==> src/vmfp_pkg.sv <==
// Shared types, codes and sizes for the vote message field parser.
// No dependencies; used by vmfp_step and vote_message_field_parser_core.
`default_nettype none

package vmfp_pkg;

	// Width of the saturating message byte counter
	localparam int COUNT_BITS = 16;
	localparam logic [COUNT_BITS-1:0] COUNT_MAX = {COUNT_BITS{1'b1}};

	// Parse phases
	localparam logic [2:0] PH_LEN   = 3'd0;
	localparam logic [2:0] PH_TAG   = 3'd1;
	localparam logic [2:0] PH_TYPE  = 3'd2;
	localparam logic [2:0] PH_FIXED = 3'd3;
	localparam logic [2:0] PH_STOP  = 3'd4;

	// Result status codes
	localparam logic [2:0] ST_OK     = 3'd0;
	localparam logic [2:0] ST_END    = 3'd1;
	localparam logic [2:0] ST_SIZE   = 3'd2;
	localparam logic [2:0] ST_FIELD  = 3'd3;
	localparam logic [2:0] ST_WIRE   = 3'd4;
	localparam logic [2:0] ST_ROUND  = 3'd5;
	localparam logic [2:0] ST_TYPE   = 3'd6;
	localparam logic [2:0] ST_HEIGHT = 3'd7;

	// Configuration register indexes
	localparam logic [1:0] REG_PREVOTE   = 2'd0;
	localparam logic [1:0] REG_PRECOMMIT = 2'd1;
	localparam logic [1:0] REG_PROPOSAL  = 2'd2;
	localparam logic [1:0] REG_SKIP_LIM  = 2'd3;

	// Reset values of the configuration registers
	localparam logic [7:0]  PREVOTE_RST   = 8'd1;
	localparam logic [7:0]  PRECOMMIT_RST = 8'd2;
	localparam logic [7:0]  PROPOSAL_RST  = 8'd32;
	localparam logic [15:0] SKIP_LIM_RST  = 16'd10000;

	// Per-message parse state
	typedef struct packed {
		logic [2:0]            parse_phase;
		logic [COUNT_BITS-1:0] byte_count;
		logic [31:0]           length_accum;
		logic [5:0]            varint_shift;
		logic [2:0]            fixed_index;
		logic                  fixed_target;
		logic [63:0]           fixed_shift;
		logic [7:0]            type_value;
		logic [63:0]           height_value;
		logic [7:0]            round_value;
		logic [2:0]            first_error;
		logic                  skip_seen;
	} parse_state_t;

	// Configuration values seen by the step logic
	typedef struct packed {
		logic [7:0]  prevote_code;
		logic [7:0]  precommit_code;
		logic [7:0]  proposal_code;
		logic [15:0] skip_size_limit;
	} cfg_t;

	// One result item
	typedef struct packed {
		logic [2:0]  status;
		logic [7:0]  vote_type;
		logic [62:0] height;
		logic [7:0]  round;
	} result_t;

endpackage

`default_nettype wire

==> src/vmfp_step.sv <==
// Combinational update of the parse state for one message byte, plus the
// final status check on the last byte. Depends on vmfp_pkg.
`default_nettype none

module vmfp_step (
	input  wire vmfp_pkg::parse_state_t cur,
	input  wire vmfp_pkg::cfg_t         cfg,
	input  wire logic [7:0]             data_byte,
	input  wire logic                   last_byte,
	output vmfp_pkg::parse_state_t      nxt,
	output vmfp_pkg::result_t           res
);

	vmfp_pkg::parse_state_t upd;
	logic        len_bad;
	logic [6:0]  part;
	logic [38:0] len_sum;
	logic [4:0]  fnum;
	logic [2:0]  wtype;
	logic [63:0] fixed_new;
	logic [2:0]  stat;
	logic [32:0] len_plus1;

	assign part      = data_byte[6:0];
	assign fnum      = data_byte[7:3];
	assign wtype     = data_byte[2:0];
	assign len_sum   = {7'd0, cur.length_accum} +
		({32'd0, part} << cur.varint_shift[4:0]);
	assign fixed_new = cur.fixed_shift |
		({56'd0, data_byte} << {cur.fixed_index, 3'b000});

	// Advance the parse state by one byte
	always_comb begin
		upd = cur;
		len_bad = 1'b0;
		if (cur.byte_count != vmfp_pkg::COUNT_MAX) begin
			upd.byte_count = cur.byte_count + 1'b1;
		end
		case (cur.parse_phase)
			vmfp_pkg::PH_LEN: begin
				if (part != 7'd0) begin
					if (cur.varint_shift[5]) begin
						upd.length_accum = 32'hFFFF_FFFF;
					end else if (len_sum[38:32] != 7'd0) begin
						upd.length_accum = 32'hFFFF_FFFF;
					end else begin
						upd.length_accum = len_sum[31:0];
					end
				end
				if (data_byte[7]) begin
					upd.varint_shift = (cur.varint_shift > 6'd56) ? 6'd63 :
						cur.varint_shift + 6'd7;
				end else begin
					upd.parse_phase = vmfp_pkg::PH_TAG;
				end
				len_bad = last_byte;
			end
			vmfp_pkg::PH_TAG: begin
				if (fnum == 5'd0) begin
					upd.first_error = vmfp_pkg::ST_FIELD;
					upd.parse_phase = vmfp_pkg::PH_STOP;
				end else if (fnum == 5'd1) begin
					if (wtype != 3'd0) begin
						upd.first_error = vmfp_pkg::ST_WIRE;
						upd.parse_phase = vmfp_pkg::PH_STOP;
					end else if (last_byte) begin
						upd.first_error = vmfp_pkg::ST_END;
						upd.parse_phase = vmfp_pkg::PH_STOP;
					end else begin
						upd.parse_phase = vmfp_pkg::PH_TYPE;
					end
				end else if (fnum == 5'd2 || fnum == 5'd3) begin
					if (wtype != 3'd1) begin
						upd.first_error = vmfp_pkg::ST_WIRE;
						upd.parse_phase = vmfp_pkg::PH_STOP;
					end else if (last_byte) begin
						upd.first_error = vmfp_pkg::ST_END;
						upd.parse_phase = vmfp_pkg::PH_STOP;
					end else begin
						upd.parse_phase  = vmfp_pkg::PH_FIXED;
						upd.fixed_index  = 3'd0;
						upd.fixed_target = (fnum == 5'd3);
						upd.fixed_shift  = 64'd0;
					end
				end else begin
					upd.skip_seen   = 1'b1;
					upd.parse_phase = vmfp_pkg::PH_STOP;
				end
			end
			vmfp_pkg::PH_TYPE: begin
				upd.type_value  = data_byte;
				upd.parse_phase = vmfp_pkg::PH_TAG;
			end
			vmfp_pkg::PH_FIXED: begin
				upd.fixed_shift = fixed_new;
				if (cur.fixed_index == 3'd7) begin
					upd.parse_phase = vmfp_pkg::PH_TAG;
					if (!cur.fixed_target) begin
						upd.height_value = fixed_new;
					end else if (fixed_new[63:8] != 56'd0) begin
						upd.first_error = vmfp_pkg::ST_ROUND;
						upd.parse_phase = vmfp_pkg::PH_STOP;
					end else begin
						upd.round_value = fixed_new[7:0];
					end
				end else begin
					upd.fixed_index = cur.fixed_index + 3'd1;
					if (last_byte) begin
						upd.first_error = vmfp_pkg::ST_END;
						upd.parse_phase = vmfp_pkg::PH_STOP;
					end
				end
			end
			default: begin
			end
		endcase
	end

	assign len_plus1 = {1'b0, upd.length_accum} + 33'd1;

	// Pick the status in priority order
	always_comb begin
		if (upd.byte_count < vmfp_pkg::COUNT_BITS'(2) || len_bad) begin
			stat = vmfp_pkg::ST_END;
		end else if (len_plus1 != 33'(upd.byte_count)) begin
			stat = vmfp_pkg::ST_SIZE;
		end else if (upd.first_error != vmfp_pkg::ST_OK) begin
			stat = upd.first_error;
		end else if (upd.skip_seen &&
			(32'(upd.byte_count) > 32'(cfg.skip_size_limit))) begin
			stat = vmfp_pkg::ST_SIZE;
		end else if (upd.type_value != cfg.prevote_code &&
			upd.type_value != cfg.precommit_code &&
			upd.type_value != cfg.proposal_code) begin
			stat = vmfp_pkg::ST_TYPE;
		end else if (upd.height_value[63]) begin
			stat = vmfp_pkg::ST_HEIGHT;
		end else begin
			stat = vmfp_pkg::ST_OK;
		end
	end

	// Build the result; clear the message state on the last byte
	always_comb begin
		res.status    = stat;
		res.vote_type = 8'd0;
		res.height    = 63'd0;
		res.round     = 8'd0;
		if (stat == vmfp_pkg::ST_OK) begin
			res.vote_type = upd.type_value;
			res.height    = upd.height_value[62:0];
			res.round     = upd.round_value;
		end
		nxt = upd;
		if (last_byte) begin
			nxt = '0;
			nxt.parse_phase = vmfp_pkg::PH_LEN;
		end
	end

endmodule

`default_nettype wire

==> src/vote_message_field_parser_core.sv <==
// Vote message field parser: top level with input, state and result registers.
// Depends on vmfp_pkg and vmfp_step.
//
// Usage:
// - Input channel (in_valid / in_stall, data_byte, last_byte) carries one
//   message byte per transfer; last_byte marks the final byte of a message.
// - Output channel (out_valid / out_stall, status, vote_type, height, round)
//   carries one result per message, produced by the transfer of its last byte.
// - The last byte of a message lands in the input register, and its result is
//   then loaded into the result register from there.
// - Throughput: one byte per cycle while the result register is not stalled;
//   the parse state register updates from the input register on each byte.
// - While the result register is full and stalled, the input register holds
//   and in_stall rises once it is occupied; no byte or result is dropped.
// - Reset clears the parse state, empties both registers and loads the
//   configuration registers with their defaults. Write configuration through
//   cfg_write / cfg_index / cfg_data only while no message is in flight.
`default_nettype none

module vote_message_field_parser_core (
	input  wire logic        clk,
	input  wire logic        arst_n,
	input  wire logic        cfg_write,
	input  wire logic [1:0]  cfg_index,
	input  wire logic [15:0] cfg_data,
	input  wire logic        in_valid,
	output logic             in_stall,
	input  wire logic [7:0]  data_byte,
	input  wire logic        last_byte,
	output logic             out_valid,
	input  wire logic        out_stall,
	output logic [2:0]       status,
	output logic [7:0]       vote_type,
	output logic [62:0]      height,
	output logic [7:0]       round
);

	vmfp_pkg::cfg_t         cfg_q;
	vmfp_pkg::parse_state_t state_q;
	vmfp_pkg::parse_state_t state_nxt;
	vmfp_pkg::result_t      res;
	vmfp_pkg::result_t      res_q;
	logic                   valid_s1;
	logic [7:0]             data_byte_s1;
	logic                   last_byte_s1;
	logic                   out_valid_q;
	logic                   advance;

	// Stage 1 moves on whenever the result register can take a transfer
	assign advance  = !out_valid_q || !out_stall;
	assign in_stall = valid_s1 && !advance;

	// Configuration registers
	always_ff @(posedge clk or negedge arst_n) begin
		if (!arst_n) begin
			cfg_q.prevote_code    <= vmfp_pkg::PREVOTE_RST;
			cfg_q.precommit_code  <= vmfp_pkg::PRECOMMIT_RST;
			cfg_q.proposal_code   <= vmfp_pkg::PROPOSAL_RST;
			cfg_q.skip_size_limit <= vmfp_pkg::SKIP_LIM_RST;
		end else if (cfg_write) begin
			case (cfg_index)
				vmfp_pkg::REG_PREVOTE:   cfg_q.prevote_code   <= cfg_data[7:0];
				vmfp_pkg::REG_PRECOMMIT: cfg_q.precommit_code <= cfg_data[7:0];
				vmfp_pkg::REG_PROPOSAL:  cfg_q.proposal_code  <= cfg_data[7:0];
				vmfp_pkg::REG_SKIP_LIM:  cfg_q.skip_size_limit <= cfg_data;
				default: begin
				end
			endcase
		end
	end

	// Input register
	always_ff @(posedge clk or negedge arst_n) begin
		if (!arst_n) begin
			valid_s1 <= 1'b0;
		end else if (!in_stall) begin
			valid_s1 <= in_valid;
		end
	end

	always_ff @(posedge clk) begin
		if (!in_stall && in_valid) begin
			data_byte_s1 <= data_byte;
			last_byte_s1 <= last_byte;
		end
	end

	vmfp_step u_step (
		.cur       (state_q),
		.cfg       (cfg_q),
		.data_byte (data_byte_s1),
		.last_byte (last_byte_s1),
		.nxt       (state_nxt),
		.res       (res)
	);

	// Parse state: advance on each byte leaving stage 1
	always_ff @(posedge clk or negedge arst_n) begin
		if (!arst_n) begin
			state_q <= '{parse_phase: vmfp_pkg::PH_LEN, default: '0};
		end else if (valid_s1 && advance) begin
			state_q <= state_nxt;
		end
	end

	// Result register
	always_ff @(posedge clk or negedge arst_n) begin
		if (!arst_n) begin
			out_valid_q <= 1'b0;
		end else if (advance) begin
			out_valid_q <= valid_s1 && last_byte_s1;
		end
	end

	always_ff @(posedge clk) begin
		if (advance && valid_s1 && last_byte_s1) begin
			res_q <= res;
		end
	end

	assign out_valid = out_valid_q;
	assign status    = res_q.status;
	assign vote_type = res_q.vote_type;
	assign height    = res_q.height;
	assign round     = res_q.round;

endmodule

`default_nettype wire

==> config.mk <==
export PLATFORM = sky130hd
export DESIGN_NAME = vote_message_field_parser_core
export DESIGN_NICKNAME = d
export VERILOG_FILES = /design/src/vmfp_pkg.sv /design/src/vmfp_step.sv /design/src/vote_message_field_parser_core.sv
export SDC_FILE = /design/constraint.sdc
export NUM_CORES = 1
export LEC_CHECK = 0
export BUFFER_PORTS_ARGS = -buffer_cell sky130_fd_sc_hd__buf_4
export CORE_MARGIN = 3
export CORE_UTILIZATION = 62
export DETAILED_ROUTE_END_ITERATION = 8
export PLACE_DENSITY_LB_ADDON = 0.12
export SETUP_SLACK_MARGIN = 0.05
export SYNTH_ARGS = -nofsm -noshare
export SYNTH_HDL_FRONTEND = slang
export SYNTH_SLANG_ARGS = --single-unit
==> constraint.sdc <==
create_clock -name clk -period 8.3 [get_ports clk]
set_input_delay 0.83 -clock clk [delete_from_list [all_inputs] [get_ports clk]]
set_output_delay 0.83 -clock clk [all_outputs]
set_load 0.02 [all_outputs]
* Word-level counts from Yosys, hierarchy flattened
Cells that the tools add are included.
** Storage, ports and cells
- Register bits after elaboration :: 342
- Bits in latches :: 0
- Memory bits (writable) :: 0
- Bits in read-only memories :: 0
- Input bits :: 32
- Output and inout bits :: 84
- Logic and storage cells :: 152
- Memories kept :: 0
** Operators by class
- Add/subtract/negate cells :: 5
- $mul :: 0
- Div/mod/pow operators :: 0
- $lt $le $gt $ge :: 3
- Eq/ne operators :: 26
- Shift-type cells :: 2
- Multiplexer cells :: 52
- Bitwise gates (word level) :: 1
- Reductions and logical operators :: 39
** Operators with widths (number)
- two-way mux 68 bit :: 4
- two-way mux 209 bit :: 1
- two-way mux 72 bit :: 2
- case mux 64 bit (2 select lines) :: 1
- two-way mux 32 bit :: 3
- two-way mux 3 bit :: 24
- two-way mux 64 bit :: 1
- bitwise OR 64 bit :: 1
- left shift 8 x 6 -> 64 bit :: 1
- nonzero test 56 bit :: 1
- adder 32 x 39 -> 39 bit :: 1
- left shift 7 x 5 -> 39 bit :: 1
- two-way mux 38 bit :: 1
- adder 32 x 1 -> 33 bit, second input constant :: 1
- != test 33 x 16 -> 1 bit :: 1
- != test 8 bit :: 3
- adder 16 x 1 -> 16 bit, second input constant :: 1
- > comparator 16 bit :: 1
- < comparator 16 x 2 -> 1 bit, second input constant :: 1
- two-way mux 16 bit :: 1
- two-way mux 8 bit :: 2
- != test 16 bit, second input constant :: 1
- != test 3 bit, second input constant :: 5
- nonzero test 7 bit :: 2
- other kinds (32) :: 67

* Depth between registers and ports, before layout
Gate-level depths: netlist (run 1).
- Word-level depth :: 14
- Mapped depth :: 39
- Depth with buffers taken out :: 29

* Hierarchy
Synthesis (run 1) repeated with hierarchy kept, for this count alone.
** Unflattened totals
- Cell total of the unflattened synthesis :: 2689
- Area, all modules :: 25225.4 µm²
** By module, submodules not included
- vmfp_step :: instances 1, cells each 2061, area each 12694.7 µm²
- vote_message_field_parser_core :: instances 1, cells each 628, area each 12530.8 µm²

* Worst setup path after synthesis (run 1)
OpenSTA, ideal clock, no wires.
- Kind :: register to register
- Start :: reg data_byte_s1[4]
- End :: reg res_q, in the netlist height[20] (data pin)
- Data arrival time :: 6.958 ns
- Setup slack :: 1.184 ns
- Cell stages (with the launch flop) :: 35
- Path buffers :: 9
- Clock period less this slack :: 7.116 ns
- Path through :: edfxtp_1 -> clkbuf_1 -> clkbuf_1 -> clkbuf_1 -> mux2i_1 -> o22ai_1 -> o21ai_0 -> nor2_1 -> nor2_1 -> nor2_1 -> ha_1 -> clkbuf_1 -> nand4_1 -> nor4_1 -> o2111ai_1 -> o211a_1 -> a41o_1 -> a21oi_1 -> or3_1 -> clkbuf_1 -> clkbuf_1 -> clkbuf_1 -> nor2_1 -> nor2_1 -> ha_1 -> clkbuf_1 -> o21ai_0 -> a211o_1 -> a211oi_1 -> nand4_1 -> mux2_2 -> nor4_4 -> nand4_2 -> buf_2 -> a211oi_2
** On the way
- Word-level cells in the longest chain between the ends :: 12
- Elaborated cells between the ends (all ways) :: 46
- Those cells by class :: 2 x add/sub; 7 x eq/ne; 2 x shift; 24 x mux; 1 x bitwise; 10 x reduce/logical
** RTL lines
- start, declared :: line vote_message_field_parser_core.sv:44 : logic [7:0] data_byte_s1;
- start signal, assigned :: line vote_message_field_parser_core.sv:83 : data_byte_s1 <= data_byte;
- left shift 7 x 5 -> 39 bit, or another cell as far along :: line vmfp_step.sv:28 : ({32'd0, part} << cur.varint_shift[4:0]);
- adder 32 x 39 -> 39 bit, or another cell as far along :: line vmfp_step.sv:27 : assign len_sum = {7'd0, cur.length_accum} +
- nonzero test 7 bit, or another cell as far along :: line vmfp_step.sv:44 : end else if (len_sum[38:32] != 7'd0) begin
- two-way mux 32 bit, or another cell as far along :: line vmfp_step.sv:44
- two-way mux 32 bit, or another cell as far along :: line vmfp_step.sv:42 : if (cur.varint_shift[5]) begin
- two-way mux 32 bit, or another cell as far along :: line vmfp_step.sv:41 : if (part != 7'd0) begin
- two-way mux 38 bit, or another cell as far along :: line vmfp_step.sv:39 : case (cur.parse_phase)
- adder 32 x 1 -> 33 bit, or another cell as far along :: line vmfp_step.sv:119 : assign len_plus1 = {1'b0, upd.length_accum} + 33'd1;
- != test 33 x 16 -> 1 bit / two-way mux 3 bit (equally long branches) :: line vmfp_step.sv:125, vmfp_step.sv:127
- two-way mux 3 bit :: line vmfp_step.sv:125 : end else if (len_plus1 != 33'(upd.byte_count)) begin
- two-way mux 3 bit :: line vmfp_step.sv:123 : if (upd.byte_count < vmfp_pkg::COUNT_BITS'(2) || len_bad) begin
- logical NOT 3 bit :: line vmfp_step.sv:149 : if (stat == vmfp_pkg::ST_OK) begin
- end signal, assigned :: line vote_message_field_parser_core.sv:117 : res_q <= res;
- end, declared :: line vote_message_field_parser_core.sv:42 : vmfp_pkg::result_t res_q;
Parallel ways exist; a longest one is shown, timed or not. The select of a mux whose other input is x is not followed.
A chain may end at the register's enable or synchronous reset.

* Worst setup path in the final report (run 1)
- Start :: reg data_byte_s1[2]
- End :: reg res_q, in the netlist height[27] (data pin)
** On the way
- Word-level cells in the longest chain between the ends :: 12
- Elaborated cells between the ends (all ways) :: 37
- Those cells by class :: 2 x add/sub; 5 x eq/ne; 2 x shift; 19 x mux; 1 x bitwise; 8 x reduce/logical
** RTL lines (line)
- left shift 7 x 5 -> 39 bit / left shift 8 x 6 -> 64 bit (equally long branches) :: vmfp_step.sv:28, vmfp_step.sv:30
- adder 32 x 39 -> 39 bit / bitwise OR 64 bit (equally long branches) :: vmfp_step.sv:27, vmfp_step.sv:29
- nonzero test 7 bit / nonzero test 56 bit (equally long branches) :: vmfp_step.sv:44, vmfp_step.sv:100
- two-way mux 32 bit / two-way mux 3 bit (equally long branches) :: vmfp_step.sv:44, vmfp_step.sv:100
- two-way mux 32 bit / two-way mux 11 bit (equally long branches) :: vmfp_step.sv:42, vmfp_step.sv:98
- two-way mux 32 bit / two-way mux 3 bit (equally long branches) :: vmfp_step.sv:41, vmfp_step.sv:96
- two-way mux 38 bit / case mux 3 bit (2 select lines) (equally long branches) :: vmfp_step.sv:39
- adder 32 x 1 -> 33 bit / nonzero test 3 bit (equally long branches) :: vmfp_step.sv:119, vmfp_step.sv:127
- != test 33 x 16 -> 1 bit / two-way mux 3 bit (equally long branches) :: vmfp_step.sv:125, vmfp_step.sv:127
- two-way mux 3 bit * :: vmfp_step.sv:125
- two-way mux 3 bit * :: vmfp_step.sv:123
- logical NOT 3 bit * :: vmfp_step.sv:149
Every way passes the cells marked *; elsewhere a longest branch is shown, timed or not. The select of a mux whose other input is x is not followed.

==> results.txt, run 1 <==
Status -> finished with violations
Failing checks -> DRC
RSZ-0062 raised after global routing -> no
Ys Warns -> 0
Layout Utilization -> 71.0%
Critical path's top delay family -> simple AND/OR/NAND/NOR gates
Setup slack, reg-to-reg -> 0.63 ns
Worst setup margin -> 0.625 ns
Share of cells above drive strength 1 -> 13.4%
Worst-Margin Slew -> 1.34 ns
Vias in the first global route -> 18110
Worst Path Required -> 8.63 ns
Final net count -> 2474
Sequential area share after synthesis -> 43.7%
Vias/cell -> 6.66
Clk pin slew, worst setup/hold paths -> 0.06 ns
Layout fillers -> 2490
Worst-Skew Late Latency -> 0.54 ns
CP endpoint kind -> flop
Critical Path AT -> 8.01 ns
Synth Area in Adders -> 3.31%
Synthesized Nets -> 2422
Routed len/inst -> 22.2 um
Setup TNS -> 0 ns
Root buffer cell -> clkbuf_16
Die W -> 188 um
Core outline area -> 32700 um2
HP Class -> in -> async
Max IR drop VDD -> 0.482 mV
Post-synth EDFFs -> 91
Flop and latch count out of synthesis -> 342
Post-Place Setup Slack -> 0.448 ns
CTS Hold Buffers Added -> 0
Largest net degree at the start of global routing -> 125
Worst r2r path cells -> 29
GRT overflow -> 0
Critical path class -> reg -> reg
N_diodes -> 0
Async S/R FF share, synth -> 73.4%
Max Fanout on Critical Path -> 28
Largest family of logic cells by synthesized area -> compound AO/OA/AOI/OAI gates
Fin. Hold Viols -> 0
Syn avg cell area -> 8.83 um2
Critical Path Max Stage Delay -> 0.57 ns
Die height -> 188 um
R2R Path Start -> data_byte_s1[2]
Fmax -> 130 MHz
DRT antenna net count -> 0
Fin crit share -> 92.5%
Hpwl dp -> 44.3 mm
WL final -> 63.4 mm
FF-to-FF End -> height[27]
XOR/XNOR Fraction of Synth Area -> 3.48%
Minimum clock period -> 7.67 ns
Initial DRC count -> 2181
Row count -> 66
First-pass iteration count of the detailed router -> 9
Port bufs -> 115
Final Wtd Congestion -> 1.03
Max cap viols -> 0
Crit path buffers/inverters -> 2
Ports -> 116
Clock Skews -> 0.0129 ns
Total track usage -> 34.8%
P&R area growth vs syn -> 12.5%
Final Setup Violations -> 0
Multiplexer share of the synthesized area -> 4.23%
Post-synthesis simple-gate area fraction -> 17.8%
CTS tree -> yes
Slew Viols, Final -> 0
Most used DFF post-synth -> dfrtp_1
# DRC -> 1
DR vias -> 19044
Maximum clock path buffer count -> 3
Syn Std Cell Area -> 20600 um2
CTS buffer count -> 38
Max-slew headroom -> 9.85%
CTS Sinks -> 342
Leak -> 9.50 nW
Slowest-stage cell, CP -> edfxtp_1
Pwr dens -> 323 nW/um2
CP Launch Type -> flop
First-pass GRT wire length -> 99.8 mm
H-tree levels -> 2
Initial Util -> 63.1%
Compound-Gate Fraction of Synth Area -> 23.4%
Yosys cell types -> 84
Syn Inst Count -> 2336
Initial antenna violation count -> 0
Most common cell on crit path -> nor2_1
Die area -> 35500 um2
worst max-delay path by stage:
stage,startpoint,end,cells after the start
after floorplan,data_byte_s1[4],height[20],34
after global placement,state_q[153],height[16],28
after detailed placement,state_q[153],height[27],25
after CTS,state_q[153],height[27],25
after global routing,state_q[153],height[27],29
final,data_byte_s1[2],height[27],29
cell families (layout without fill, tap and decap cells):
| logic type | count (synthesis) | in the layout |
|---|---|---|
| adder cells (fa/ha/maj) | 54 | 54 |
| AND/OR/NAND/NOR | 805 | 805 |
| multiplexers | 80 | 80 |
| XOR/XNOR | 82 | 82 |
| AO/OA/AOI/OAI | 763 | 763 |
| buffers and inverters | 210 | 292 |
| flip-flops | 342 | 342 |
layout by cell type (no fill, tap or decap), types with 10 or more instances in the layout:
cell type    n
nand2b_1    13
nor4_1      30
nand4_1     31
clkbuf_1    11
nor2_1     294
and3_1      15
xnor2_1     51
o31ai_1     10
nand2_1    231
clkbuf_16   39
a21o_1      27
a211oi_2    10
a22o_1      11
xor2_1      31
o21a_1      40
and2_1      21
a211oi_1    68
mux2i_1     25
a31oi_1     21
nor2b_1     13
dfrtp_1    240
buf_4      161
o22a_1      10
edfxtp_1    91
a21oi_1    229
mux2_2      54
or3_1       10
inv_1       53
o22ai_1     34
nor3_1      48
o21ai_0    186
ha_1        53
nand3_1     56
o211ai_1    19
report_power, final:
part,total [W],internal (W),switching (W)
clock,0.00177,0.00107,0.000696
sequential,0.00216,0.00190,0.000255
combinational,0.00359,0.00128,0.00231
area by class of cell:
cell class              count  area (um2)  share of cell area (%)
clock buffers              55        1090                    4.68
inverters                  56         210                   0.905
multi-input cells        1784       10800                    46.7
well taps                 442         553                    2.38
repair buffers            166        1290                    5.55
flip-flops and latches    342        9030                    38.9
clock inverters            15         219                   0.943
Yosys cell counts (8+ instances only):
cell | number | share of area [%]
o22a_1 | 10 | 0.42
a211oi_1 | 68 | 2.5
o31ai_1 | 10 | 0.36
buf_2 | 22 | 0.53
xnor2_1 | 51 | 2.2
nand4_1 | 31 | 0.94
o211ai_1 | 19 | 0.69
a211oi_2 | 10 | 0.61
dfstp_2 | 8 | 1.0
mux2i_1 | 25 | 1.2
a22o_1 | 11 | 0.47
a21oi_1 | 229 | 5.6
o21ai_0 | 186 | 4.5
or3_1 | 10 | 0.30
nand2b_1 | 13 | 0.39
mux2_2 | 54 | 2.9
a31oi_1 | 21 | 0.64
nand3_1 | 56 | 1.4
o22ai_1 | 34 | 1.0
nor2b_1 | 13 | 0.39
ha_1 | 53 | 3.2
o21bai_1 | 9 | 0.33
nand2_1 | 232 | 4.2
and2_1 | 21 | 0.64
o2111ai_1 | 9 | 0.38
and3_1 | 15 | 0.45
nor2_1 | 298 | 5.4
o21a_1 | 40 | 1.5
nor3b_1 | 8 | 0.29
inv_1 | 53 | 0.96
nor4_1 | 32 | 0.97
clkbuf_1 | 122 | 2.2
dfrtp_1 | 243 | 29
nor3_1 | 48 | 1.2
a21o_1 | 27 | 0.98
edfxtp_1 | 91 | 13
xor2_1 | 31 | 1.3
stage by stage:
step | instances | total power [W] | cell area [um2] | hold WS, ns
final | 2860 | 0.00751 | 23200 | 0.323
after global routing | 2860 | 0.00789 | 23200 | 0.405
after CTS | 2854 | 0.00741 | 23100 | 0.416
after detailed placement | 2784 | 0.00564 | 21800 | 0.467
after global placement | 2784 | 0.00559 | 21800 | 0.460
after floorplan | 2336 | 0.00465 | 20600 | 0.449
sequential cells by signal, indices dropped and copies added (netlist names), 3 cells and up:
signal	count
state_q	209
height	63
cfg_q	40
data_byte_s1	8
round	8
vote_type	8
status	3
per-layer routing:
layer | global-route usage [%] | part of all wire (%)
met5 | 0 | 0
met4 | 11.7 | 3.7
met3 | 4.48 | 7.5
met2 | 59.7 | 49
met1 | 46.1 | 40
timing repair:
| item | CTS | global route |
|---|---|---|
| buffers inserted | 0 | 5 |
| setup endpoints to repair | 0 | 78 |
| resized for setup | 0 | 8 |
| endpoints found under the hold margin | 0 | 0 |
Power figures use the tool's default switching activity.
==> run 2, diff against run 1 <==
--- a/config.mk
+++ b/config.mk
@@ -6,8 +6,9 @@
 export NUM_CORES = 1
 export LEC_CHECK = 0
 export BUFFER_PORTS_ARGS = -buffer_cell sky130_fd_sc_hd__buf_4
+export CAP_MARGIN = 20
 export CORE_MARGIN = 3
-export CORE_UTILIZATION = 62
+export CORE_UTILIZATION = 65
 export DETAILED_ROUTE_END_ITERATION = 8
 export PLACE_DENSITY_LB_ADDON = 0.12
 export SETUP_SLACK_MARGIN = 0.05
==> constraint.sdc (replaced) <==
create_clock -name clk -period 9.3 [get_ports clk]
set_input_delay 0.93 -clock clk [delete_from_list [all_inputs] [get_ports clk]]
set_output_delay 0.93 -clock clk [all_outputs]
set_load 0.02 [all_outputs]
==> run 2 against run 1 <==
Against the previous run: the flow now finishes without violations; register-to-register slack got worse by 0.07 ns; clock-buffer cell count is the same; wire length grew 1.2%; non-clock buffer count is 13 lower; sequential share of layout area rose by 0.45 points; global-route usage increased by 2.2 points; clock skew grew 0.0040 ns; final cell count is 2.1% lower; highest routed layer unchanged.
==> results.txt, run 2 (synthesized netlist as in run 1, its figures left out) <==
Port bufs -> 115
Critical Path AT -> 9.08 ns
Internal -> 0.00369 W
HP Class -> in -> async
Initial DRC count -> 2477
PostCTS Resize Cnt -> 0
DRT antenna net count -> 0
First-pass iteration count of the detailed router -> 8
Max Fanout on Critical Path -> 40
Placed cell area -> 21700 um2
Worst Path Required -> 9.64 ns
Vias/cell -> 6.86
Largest net degree at the start of global routing -> 112
Largest register FFs -> 209
Share of cells above drive strength 1 -> 12.7%
Setup TNS -> 0 ns
# DRC -> 0
Worst r2r path cells -> 26
Max-slew headroom -> 26.1%
Ports -> 116
Switching part of the total power -> 44.4%
WL final -> 64.2 mm
Core outline area -> 30900 um2
Total track usage -> 37.0%
Max IR drop VDD -> 0.459 mV
GRT overflow -> 0
Critical path class -> reg -> reg
Crit path buffers/inverters -> 1
Final Setup Violations -> 0
Post-CTS Repair Setup Buffers -> 0
Comb power frac -> 48.8%
Register share of total power -> 29.0%
Clk pin slew, worst setup/hold paths -> 0.06 ns
Critical Path Max Stage Delay -> 0.75 ns
Leak -> 9.38 nW
Psw -> 0.00296 W
Final net count -> 2460
Root buffer cell -> clkbuf_16
Hpwl dp -> 44.6 mm
Tot Pwr -> 0.00665 W
Final Wtd Congestion -> 1.05
Slowest-stage cell, CP -> dfrtp_1
Die W -> 184 um
Worst-Margin Slew -> 1.11 ns
Layout Utilization -> 74.3%
Top reg by flops -> state_q
DR vias -> 19215
RSZ-0062 raised after global routing -> no
Max cap viols -> 0
Slew Viols, Final -> 0
Row count -> 64
Die height -> 184 um
Clock Skews -> 0.0169 ns
Minimum clock period -> 8.74 ns
CP endpoint kind -> flop
Initial antenna violation count -> 1
First-pass GRT wire length -> 100 mm
Layout fillers -> 2127
Most common cell on crit path -> nor2_1
Vias in the first global route -> 18435
Clk network pwr share -> 22.1%
Most common cell after layout, fill and taps aside -> nor2_1
Critical path's top delay family -> simple AND/OR/NAND/NOR gates
Fin crit share -> 94.0%
CTS tree -> yes
CTS Sinks -> 342
Fmax -> 114 MHz
Fin. Hold Viols -> 0
Die area -> 33900 um2
Final instance area -> 23000 um2
CTS Hold Buffers Added -> 0
Routed len/inst -> 22.9 um
N_diodes -> 0
Worst-Skew Late Latency -> 0.53 ns
Most frequent cells in the layout -> nor2_1, dfrtp_1, nand2_1
Pwr dens -> 290 nW/um2
CTS buffer count -> 37
H-tree levels -> 2
Initial Util -> 66.8%
Status -> completed
P&R area growth vs syn -> 11.2%
Maximum clock path buffer count -> 3
Stages on the worst setup path -> 26
CP Launch Type -> flop
-- run 2: final cells by class --
class	count	area (um2)	share of cell area [%]
clock buffers	55	1070	4.68
clock inverters	13	145	0.632
inverters	56	210	0.916
multi-input cells	1784	10800	47.2
flip-flops and latches	342	9020	39.3
well taps	396	495	2.16
repair buffers	153	1180	5.12
-- run 2: power by group through the flow --
stage / clock network [W] / registers, W / logic (W)
detailed placement: 0 / 0.00194 / 0.00312
CTS: 0.00148 / 0.00191 / 0.00314
floorplan: 0 / 0.00185 / 0.00230
global route: 0.00154 / 0.00194 / 0.00348
global placement: 0 / 0.00193 / 0.00305
finish: 0.00147 / 0.00193 / 0.00325
-- run 2: path summary, 6_finish.rpt --
path                         startpoint            to  slack (ns)
setup / recovery           state_q[152]    height[14]        0.56
hold / removal                   arst_n   state_q[15]        0.43
hold reg to reg            state_q[121]  state_q[121]        0.48
max in group asynchronous        arst_n  state_q[189]        7.33
min in group clk           state_q[121]  state_q[121]        0.48
setup reg to reg           state_q[152]    height[14]        0.56
-- run 2: per-stage QoR --
stage / setup WS, ns / instances / hold WS [ns]
2_1_floorplan: 2.18 / 2336 / 0.449
3_3_place_gp: 0.981 / 2726 / 0.460
3_5_place_dp: 0.725 / 2728 / 0.467
4_1_cts: 0.648 / 2796 / 0.479
5_1_grt: 0.0566 / 2799 / 0.501
6_report: 0.557 / 2799 / 0.428
-- run 2: layer usage --
| metal | part of all wire (%) | global-route usage [%] |
|---|---|---|
| met5 | 0 | 0 |
| met4 | 4.9 | 15.9 |
| met3 | 8.1 | 5.05 |
| met2 | 47 | 61.0 |
| met1 | 40 | 49.5 |
